`config.mk`:
```
export PLATFORM = sky130hd
export DESIGN_NAME = rse_mod_unit
export DESIGN_NICKNAME = d
export VERILOG_FILES = /design/src/design/rse_pkg.sv /design/src/design/rse_mod_unit.sv
export SDC_FILE = /design/constraint.sdc
export NUM_CORES = 1
export LEC_CHECK = 0
export ABC_AREA = 1
export BUFFER_PORTS_ARGS = -buffer_cell sky130_fd_sc_hd__buf_2
export CAP_MARGIN = 30
export CORE_MARGIN = 5
export CORE_UTILIZATION = 36
export DETAILED_ROUTE_END_ITERATION = 12
export PLACE_DENSITY = 0.68
export SYNTH_ARGS = -nofsm -noshare
export SYNTH_HDL_FRONTEND = slang
export SYNTH_SLANG_ARGS = --single-unit
```
`constraint.sdc`:
```
create_clock -name i_clk -period 3.6 [get_ports i_clk]
set_clock_uncertainty 0.05 [all_clocks]
set_input_delay 0.36 -clock i_clk [delete_from_list [all_inputs] [get_ports i_clk]]
set_output_delay 0.36 -clock i_clk [all_outputs]
set_load 0.1 [all_outputs]
```
`src/design/rse_pkg.sv`:
```
// Shared constants for the randomized set engine: command and status codes,
// field widths and the default capacity. No dependencies.
package rse_pkg;

    // Default number of member slots
    localparam int CAPACITY_DEF = 256;

    // Field widths
    localparam int CMD_W  = 2;
    localparam int VAL_W  = 32;
    localparam int DRAW_W = 16;
    localparam int STAT_W = 2;
    localparam int OCC_W  = 9;

    // Command codes
    localparam logic [CMD_W-1:0] CMD_INSERT = 2'd0;
    localparam logic [CMD_W-1:0] CMD_REMOVE = 2'd1;
    localparam logic [CMD_W-1:0] CMD_GET    = 2'd2;

    // Status codes
    localparam logic [STAT_W-1:0] ST_DONE    = 2'd0;
    localparam logic [STAT_W-1:0] ST_REFUSED = 2'd1;
    localparam logic [STAT_W-1:0] ST_FULL    = 2'd2;

endpackage

```
`src/design/rse_mod_unit.sv`:
```
// Bit-serial restoring remainder unit: draw modulo member count,
// one dividend bit per cycle. Depends on rse_pkg for the draw width.
module rse_mod_unit
    import rse_pkg::*;
#(
    parameter int CW = 9
) (
    input  logic              i_clk,
    input  logic              i_rst_n,
    input  logic              i_start,
    input  logic [DRAW_W-1:0] i_dividend,
    input  logic [CW-1:0]     i_divisor,
    output logic              o_done,
    output logic [CW-1:0]     o_rem
);

    localparam int SW = $clog2(DRAW_W);

    logic              r_busy, n_busy;
    logic              r_done, n_done;
    logic [SW-1:0]     r_step, n_step;
    logic [DRAW_W-1:0] r_dvd, n_dvd;
    logic [CW-1:0]     r_div, n_div;
    logic [CW-1:0]     r_rem, n_rem;
    logic [CW:0]       w_trial;
    logic [CW:0]       w_diff;

    // One restoring step: shift in the next dividend bit, subtract if it fits
    assign w_trial = {r_rem, r_dvd[DRAW_W-1]};
    assign w_diff  = w_trial - {1'b0, r_div};

    always_comb begin
        n_busy = r_busy;
        n_done = 1'b0;
        n_step = r_step;
        n_dvd  = r_dvd;
        n_div  = r_div;
        n_rem  = r_rem;
        if (i_start) begin
            n_busy = 1'b1;
            n_step = '0;
            n_dvd  = i_dividend;
            n_div  = i_divisor;
            n_rem  = '0;
        end else if (r_busy) begin
            n_dvd = {r_dvd[DRAW_W-2:0], 1'b0};
            if (w_trial >= {1'b0, r_div}) begin
                n_rem = w_diff[CW-1:0];
            end else begin
                n_rem = w_trial[CW-1:0];
            end
            n_step = r_step + SW'(1);
            if (r_step == SW'(DRAW_W - 1)) begin
                n_busy = 1'b0;
                n_done = 1'b1;
            end
        end
    end

    // Control state
    always_ff @(posedge i_clk) begin
        if (!i_rst_n) begin
            r_busy <= 1'b0;
            r_done <= 1'b0;
            r_step <= '0;
        end else begin
            r_busy <= n_busy;
            r_done <= n_done;
            r_step <= n_step;
        end
    end

    // Datapath
    always_ff @(posedge i_clk) begin
        r_dvd <= n_dvd;
        r_div <= n_div;
        r_rem <= n_rem;
    end

    assign o_done = r_done;
    assign o_rem  = r_rem;

endmodule

```
==> run summary, run 1 <==
status = finished, final reports clean
type of the most critical hold path = input port to register
IO buf count = 37
ys async rst share = 0%
Initial Util = 36.42%
Syn Nets = 294
CP Class = register to register
vias = 1679
layout cells sized above 1 = 18.98%
main combinational cell family by area after synthesis = simple AND/OR/NAND/NOR gates
crit-path max FO = 11
CTS tree = done
ant diodes = 0
Seq/Total Area, Yosys = 49.62%
Post-Syn Area = 2118 sq um
GRT Overall Usage = 11.61%
total chip power = 1.005 mW
Post-synth EDFFs = 25
vias per cell = 4.538
total congestion overflow = 0
Synth top cells by count = 93 x nand2_1, 37 x inv_1, 25 x edfxtp_1
Root Buffer = clkbuf_8
total wire length = 4.139 mm
post-synthesis simple-gate area fraction = 30.12%
Residual DRC = 0
IR drop worst, VDD = 202.0 uV
antenna violations before repair = 0
crit share post-route = 65.84%
WP data required = 3.76 ns
placed cells = 362
row count = 28
ANT nets after route = 0
post-synth top area share = 35.44%
CP Capture Type = register
yosys warns = 0
Final Non-Filler Cells = 370
Pleak = 1.241 nW
number of CTS-inserted buffers = 5
Layout Nets = 333
final setup fails = 0
Final Core Density = 42.08%
Final Hold Viols = 0
placement-stage cell area = 2362 sq um
Post-DP HPWL = 3.037 mm
Synth Flop Type = edfxtp_1
Slew @ Worst Pin = 0.9063 ns
core area = 5816 sq um
area delta synth->final = 15.53%
unique cell type count in the Yosys netlist = 25
drt first pass iters = 4
Tmin final = 2.370 ns
Slew Viols, Final = 0
cells resized by post-CTS repair = 0
most common cell in the synthesized netlist = nand2_1
mean post-synth cell area = 8.307 sq um
Synth Area in Compound Gates = 3.544%
#FFs+latches synth = 40
largest area contributor in the netlist = edfxtp_1
I/O pin count = 38
clock sink count = 40
multiplexer share of the synthesized area = 0%
RSZ-0062 raised after global routing = no
Mapped Cells = 255
vias in the first global route = 1529
Adder-Cell Fraction of Synth Area = 6.852%
Synth area leaders = edfxtp_1 35%, nand2_1 16%, dfxtp_1 14%
Die H = 86.71 microns
final instance area = 2447 sq um
Die Footprint = 7518 sq um
power density over the cells = 410.7 nW/um^2
Hold Buf Count CTS = 0
largest net degree at the start of global routing = 30
clk slew on worst S/H paths = 0.08 ns
Final Wtd Congestion = 0.8751
global-route wire length before repair = 6.962 mm
Worst-Skew Late Latency = 0.29 ns
crit path DAT = 2.53 ns
# H-tree levels = 2
Die X = 86.71 microns
maxcap violations = 0
Max Root-Sink Buffers = 2
Rel. slew slack = 39.36%
Max Freq = 421.9 MHz
crit path launch type = register
setup_tns = 0 ns
post-synthesis xor/xnor area fraction = 1.654%
initial DRC count = 71
WL per Instance = 11.19 microns
Post-CTS Setup Inserts = 0
registers in the layout, indices dropped and copies added, names as in the netlist:
register,cells
o_done,1
r_dvd,16
r_step,4
r_div,9
r_busy,1
o_rem,9
worst paths after layout:
check / slack [ns] / endpoint / start / depth (start not counted)
worst max-delay path: 1.23 / o_rem[4] / o_rem[6] / 10
worst min-delay path: 0.19 / r_div[0] / i_divisor[0] / 1
worst max register to register: 1.23 / o_rem[4] / o_rem[6] / 10
worst min register to register: 0.44 / o_rem[5] / o_rem[5] / 2
placed cells by master, fill, tap and decap left out, drive strengths merged:
| cell type | count |
|---|---|
| clkbuf | 6 |
| nand3b | 3 |
| a211oi | 1 |
| o21ai | 5 |
| inv | 37 |
| buf | 37 |
| edfxtp | 25 |
| xnor2 | 4 |
| nor2 | 14 |
| nor3 | 4 |
| nand3 | 26 |
| o211a | 1 |
| nand4 | 1 |
| ha | 10 |
| nor3b | 1 |
| dfxtp | 15 |
| clkinv | 1 |
| fa | 1 |
| clkinvlp | 1 |
| a21oi | 5 |
| nand2 | 97 |
critical path, cell delays in order, from the launching register on:
cell	delay, ns
dfxtp_1	0.34
ha_1	0.36
nand2_1	0.09
nand2_1	0.07
nand2_1	0.06
nand2_1	0.05
nor2_1	0.69
nand2_2	0.29
nand2_1	0.12
nand3_1	0.08
o21ai_1	0.09
kinds of logic after synthesis:
logic type	Yosys count
compound gates	12
xor+xnor	4
fa+ha+maj	11
buf+inv	42
flops	40
simple gates	146
per-layer routing:
layer	up-vias	wire length [microns]	global-route usage, %	part of all wire (%)
met5	-	0	0	0
li1	891	-	-	-
met3	6	252	3.517	6.1
met4	0	60	3.541	1.4
met1	741	1890	14.39	46
met2	41	1935	19.40	47
per-stage QoR:
stage          setup WS, ns  hold WS [ns]
3_3_place_gp          1.289        0.4229
6_report              1.230        0.1924
4_1_cts               1.233        0.1792
3_5_place_dp          1.255        0.4283
2_1_floorplan         1.291        0.4087
5_1_grt               1.019        0.1745
power by group:
| part | internal [mW] | switching [mW] |
|---|---|---|
| Clock | 0.136 | 0.158 |
| Combinational | 0.0582 | 0.117 |
| Sequential | 0.524 | 0.0124 |
| Total | 0.718 | 0.287 |
final cells by class:
cell class	instances	area, sq um
flip-flops and latches	40	1051
well taps	75	93.84
fillers	629	3368
multi-input cells	173	893.4
inverters	37	138.9
repair buffers	37	185.2
clock inverters	2	12.51
clock buffers	6	72.57
(Power assumes the default switching activity.)
==> run 2: changes to the inputs <==
- ABC_AREA: 1 -> 0
- clock period: 3.6 -> 2.2 ns (I/O delays scaled with it)
==> run 2 against run 1 <==
  * The flow now finishes with violations (setup timing)
  * Global-route usage increased by 0.88 points
  * Register-to-register slack got worse by 1.3 ns
  * Flip-flop and latch count stayed put
  * Setup slack got worse by 1.3 ns
  * First-iteration DRC count is 17% lower
  * Non-clock buffer count up 18
  * Final area grew 9.7%
  * Clock power rose by 110%
  * Synthesized cell count fell by 30%
  * Largest cell class unchanged
  * Largest power group unchanged
==> run summary, run 2 <==
failing checks = setup timing
WP data required = 2.35 ns (-1.41 ns)
core area = 5540 sq um (-4.7%)
Layout Nets = 272 (-18%)
switching part of the total power = 31.31% (+2.7 points)
CP Capture Type = register
Tmin final = 2.256 ns (-0.1143 ns)
clock network power share = 28.3% (-0.9 points)
vias = 1560 (-7.1%)
power density over the cells = 795.4 nW/um^2 (+94%)
Synth Flop Type = edfxtp_1
drt first pass iters = 4 (unchanged)
mean post-synth cell area = 11.59 sq um (+40%)
commonest cells after routing, fill and taps aside = 37 x buf_2, 25 x edfxtp_1, 17 x buf_4
initial DRC count = 59 (-17%)
global-route wire length before repair = 7.169 mm (+3.0%)
CTS tree = done
Post-DP HPWL = 3.033 mm (-0.14%)
clk slew on worst S/H paths = 0.08 ns (about the same)
vias in the first global route = 1553 (+1.6%)
post-synth top area share = 36.39% (+0.95 points)
WL per Instance = 14.20 microns (+27%)
Post-Syn Area = 2063 sq um (-2.6%)
Pleak = 1.103 nW (-11%)
Initial Util = 37.24% (+0.82 points)
Post-synth EDFFs = 25 (unchanged)
switching pwr = 0.6687 mW (+130%)
Residual DRC = 0 (unchanged)
Slew Viols, Final = 0 (unchanged)
Rel. slew slack = 65.18% (+26 points)
Biggest register = r_dvd
layout cells sized above 1 = 44.87% (+26 points)
largest area contributor in the netlist = edfxtp_1
number of CTS-inserted buffers = 5 (unchanged)
worst hold slack = 0.05033 ns (-0.1420 ns)
final instance area = 2685 sq um (+9.7%)
Seq/Total Area, Yosys = 50.94% (+1.3 points)
Worst Hold Depth = 1 (unchanged)
Synth area leaders = edfxtp_1 36%, dfxtp_1 15%, mux2_2 8.2%
Mapped Cells = 178 (-30%)
CP Class = register to register
vias per cell = 5.098 (+12%)
fillers = 530 (-16%)
status = finished with violations
type of the most critical hold path = input port to register
#FFs+latches synth = 40 (unchanged)
total congestion overflow = 0 (unchanged)
Pint = 1.467 mW (+100%)
total wire length = 4.346 mm (+5.0%)
sequential power share = 42.2% (-11 points)
fin worst setup slack = -0.05596 ns (-1.286 ns)
crit path launch type = register
IR drop worst, VDD = 285.4 uV (+41%)
placement-stage cell area = 2499 sq um (+5.8%)
unique cell type count in the Yosys netlist = 43 (+72%)
clock sink count = 40 (unchanged)
Slew @ Worst Pin = 0.5223 ns (-0.3840 ns)
Syn Nets = 217 (-26%)
Final Hold Viols = 0 (unchanged)
Synth top cells by count = 25 x edfxtp_1, 17 x nor2_1, 15 x dfxtp_1, 15 x mux2_2, 11 x inv_1
# H-tree levels = 2 (unchanged)
crit share post-route = 102.5% (+37 points)
Die Footprint = 7345 sq um (-2.3%)
Comb pwr share = 29.5% (+12 points)
maxcap violations = 0 (unchanged)
crit path DAT = 2.41 ns (-0.12 ns)
most common cell in the synthesized netlist = edfxtp_1
Max Root-Sink Buffers = 2 (unchanged)
commonest non-fill, non-tap cell in the layout = buf_2
Worst-Skew Late Latency = 0.29 ns (about the same)
crit-path max FO = 6 (-5)
ys async rst share = 0% (unchanged)
GRT Overall Usage = 12.49% (+0.88 points)
antenna violations before repair = 0 (unchanged)
row count = 27 (-3.6%)
final setup fails = 1 (+1)
Max Freq = 443.3 MHz (+5.1%)
yosys warns = 0 (unchanged)
Die H = 85.71 microns (-1.2%)
Die X = 85.71 microns (-1.2%)
total chip power = 2.136 mW (+110%)
I/O pin count = 38 (unchanged)
Root Buffer = clkbuf_8
RSZ-0062 raised after global routing = yes
IO buf count = 37 (unchanged)
Worst Reg-to-Reg Cells = 7 (-3)
area delta synth->final = 30.14%
Final Wtd Congestion = 0.8399 (-4.0%)
ant diodes = 0 (unchanged)
largest net degree at the start of global routing = 26 (-13%)
ANT nets after route = 0 (unchanged)
max reg flops = 16 (unchanged)
[run 2: cell type report]
class                      instances  area, sq um  share of cell area, %
inverter                          11        41.29                  1.538
timing repair buffer              55        324.1                  12.07
multi-input combinational        120         1036                  38.58
tap                               72        90.09                  3.355
sequential                        40         1082                  40.31
clock inverter                     3        42.54                  1.584
clock buffer                       5        68.82                  2.563
[run 2: path summary, 6_finish.rpt]
kind                     start       end  slack (ns)
hold / removal    i_divisor[4]  r_div[4]        0.05
hold reg to reg      r_step[3]    o_done        0.46
setup reg to reg      r_div[5]  o_rem[8]       -0.06
setup / recovery      r_div[5]  o_rem[8]       -0.06
[run 2: through the flow]
stage	util [%]	TNS [ns]	cells	setup WS [ns]
3_3_place_gp	45.10	-0.5960	297	-0.08881
2_1_floorplan	-	-0.08156	178	-0.08156
4_1_cts	47.79	-0.3091	307	-0.06944
6_report	48.46	-0.05596	306	-0.05596
5_1_grt	48.46	-0.6935	306	-0.1372
3_5_place_dp	45.10	-0.9716	297	-0.1557
[run 2: logic make-up (layout without fill, tap and decap cells)]
logic type | after synthesis | after routing | share of synthesized area, %
AO/OA/AOI/OAI | 31 | 31 | 11.46
multiplexers | 22 | 22 | 11.58
adder cells (fa/ha/maj) | 11 | 11 | 7.035
XOR/XNOR | 7 | 7 | 2.972
AND/OR/NAND/NOR | 49 | 49 | 12.61
flip-flops | 40 | 40 | 50.94
buffers and inverters | 18 | 74 | 3.396
[run 2: worst max-delay path, stage by stage (launching register included)]
cell	delay, ns
edfxtp_1	0.33
inv_1	0.05
ha_1	0.35
nand3_1	0.15
or3_4	0.45
o211a_4	0.18
or3_1	0.39
a311oi_2	0.24
[run 2: repair_timing]
item                                    4_1_cts  5_1_grt
resized for setup                             4       10
hold buffers                                  0        0
pin swaps                                     5       12
setup buffers                                 2        0
endpoints found under the setup margin        9        9
[run 2: layer usage]
layer  part of all wire (%)  track usage [%]
met1                     43            15.40
met2                     50            20.34
met3                    6.1            4.035
met4                    1.2            4.748
met5                      0                0
[run 2: power groups by stage]
| stage | combinational, mW | clock (mW) | sequential [mW] |
|---|---|---|---|
| global placement | 0.571 | 0 | 0.919 |
| global route | 0.687 | 0.653 | 0.910 |
| detailed placement | 0.578 | 0 | 0.919 |
| finish | 0.630 | 0.603 | 0.902 |
| floorplan | 0.301 | 0 | 1.03 |
| CTS | 0.605 | 0.623 | 0.903 |
==> run 3: changes to the inputs <==
- clock period: 2.2 -> 2.4 ns (I/O delays scaled with it)
==> run 3 against run 2 <==
  * Flip-flop and latch count did not move
  * The run now ends clean
  * Fmax decreased by 2.0%
  * Final area fell by 4.7%
  * Total power decreased by 11%
  * Sequential share of layout area is 1.6 points higher
  * Utilization fell by 2.3 points
  * Critical endpoint unchanged
  * First-iteration DRC count is 81% higher
  * Clock-buffer cell count did not move
==> run summary, run 3 (synthesis gave the netlist of run 2 again) <==
initial DRC count = 107 (+81%)
fillers = 551 (+4.0%)
Slew Viols, Final = 0 (unchanged)
vias in the first global route = 1410 (-9.2%)
Max Root-Sink Buffers = 2 (unchanged)
vias per cell = 4.930 (-3.3%)
I/O pin count = 38 (unchanged)
CP Class = register to register
antenna violations before repair = 0 (unchanged)
total wire length = 3.958 mm (-8.9%)
fin worst setup slack = 0.09725 ns (+0.1532 ns)
clock sink count = 40 (unchanged)
# H-tree levels = 2 (unchanged)
crit-path max FO = 9 (+3)
Hold Buf Count CTS = 0 (unchanged)
Final Wtd Congestion = 0.8223 (-2.1%)
Max Freq = 434.3 MHz (-2.0%)
max reg flops = 16 (unchanged)
Die H = 85.71 microns (unchanged)
Root Buffer = clkbuf_8
CP Capture Type = register
Rel. slew slack = 67.02% (+1.8 points)
crit share post-route = 95.95% (-6.6 points)
WP data required = 2.56 ns (+0.21 ns)
IO buf count = 37 (unchanged)
commonest non-fill, non-tap cell in the layout = buf_2
Final Core Density = 46.18% (-2.3 points)
Final Non-Filler Cells = 299 (-2.3%)
global-route wire length before repair = 6.824 mm (-4.8%)
Residual DRC = 0 (unchanged)
Biggest register = r_dvd
vias = 1474 (-5.5%)
IR drop worst, VDD = 409.0 uV (+43%)
Die Footprint = 7345 sq um (unchanged)
power density over the cells = 741.2 nW/um^2 (-6.8%)
placement-stage cell area = 2397 sq um (-4.1%)
crit path launch type = register
Die X = 85.71 microns (unchanged)
drt first pass iters = 4 (unchanged)
total congestion overflow = 0 (unchanged)
ant diodes = 0 (unchanged)
area delta synth->final = 24.01%
final instance area = 2559 sq um (-4.7%)
GRT Overall Usage = 11.85% (-0.64 points)
final setup fails = 0 (-1)
CTS tree = done
Worst Reg-to-Reg Cells = 6 (-1)
placed cells = 289 (-2.7%)
pre-CTS setup slack = -0.03376 ns (+0.1219 ns)
Multi-input gate area = 977.2 sq um (-5.7%)
Post-DP HPWL = 2.942 mm (-3.0%)
Worst Hold Depth = 1 (unchanged)
maxcap violations = 0 (unchanged)
ANT nets after route = 0 (unchanged)
type of the most critical hold path = input port to register
setup_tns = 0 ns (+0.05596 ns)
Tmin final = 2.303 ns (+0.04679 ns)
number of CTS-inserted buffers = 5 (unchanged)
FF/Latch Area = 1071 sq um (-1.0%)
Initial Util = 37.24% (unchanged)
largest net degree at the start of global routing = 23 (-12%)
Slew @ Worst Pin = 0.4981 ns (-0.02419 ns)
core area = 5540 sq um (unchanged)
commonest cells after routing, fill and taps aside = 37 x buf_2, 25 x edfxtp_1, 17 x nor2_1
WL per Instance = 13.24 microns (-6.8%)
layout cells sized above 1 = 39.21% (-5.7 points)
crit path DAT = 2.47 ns (+0.06 ns)
RSZ-0062 raised after global routing = yes
Layout Nets = 265 (-2.6%)
clk slew on worst S/H paths = 0.08 ns (about the same)
Pleak = 1.064 nW (-3.5%)
row count = 27 (unchanged)
status = finished, final reports clean
Worst-Skew Late Latency = 0.30 ns (about the same)
Final Hold Viols = 0 (unchanged)
run 3: changes by cell type in the layout (fill, tap and decap cells not counted), sizes merged:
cell,previous run,this run
clkinvlp,1,0
clkinv,1,2
buf,55,48
run 3: power breakdown:
group / internal, mW / switching, mW / leakage (nW)
registers: 0.798 / 0.0320 / 0.377
logic: 0.205 / 0.313 / 0.632
clock network: 0.308 / 0.241 / 0.0558
total: 1.31 / 0.586 / 1.06
run 3: routing by layer:
metal	vias to the layer above	share of wire, %	track usage, %
li1	753	-	-
met1	673	49	16.65
met2	43	43	16.67
met3	5	5.5	3.362
met4	0	1.7	5.612
met5	-	0	0
run 3: through the flow:
step           power [mW]  hold slack [ns]
2_1_floorplan       1.207           0.2889
3_3_place_gp        1.330           0.3664
3_5_place_dp        1.334           0.3681
4_1_cts             1.888          0.05813
5_1_grt             2.010          0.05216
6_report            1.896          0.07101
run 3: layout make-up:
| cell class | count | area share [%] |
|---|---|---|
| Tap cell | 72 | 3.521 |
| Inverter | 11 | 1.614 |
| Clock buffer | 5 | 2.689 |
| Timing Repair Buffer | 48 | 10.46 |
| Multi-Input combinational cell | 120 | 38.19 |
| Sequential cell | 40 | 41.86 |
| Clock inverter | 3 | 1.663 |
run 3: critical path, cell delays in order (launching register included):
cell      delay [ns]
dfxtp_4         0.36
ha_1            0.43
nand3_1         0.15
or3_4           0.44
o211a_4         0.18
or3_1           0.38
a311oi_2        0.23
run 3: final timing paths:
kind | startpoint | end | slack, ns
worst max register to register | o_rem[4] | o_rem[8] | 0.1
worst max-delay path | o_rem[4] | o_rem[8] | 0.1
worst min-delay path | i_divisor[6] | r_div[6] | 0.07
worst min register to register | r_step[3] | o_done | 0.45
run 3: timing repair:
action                                  CTS  global route
resized for setup                         1             7
pin swaps                                 0             6
gates cloned                              0             0
endpoints found under the setup margin    7             9
setup buffers                             0             2
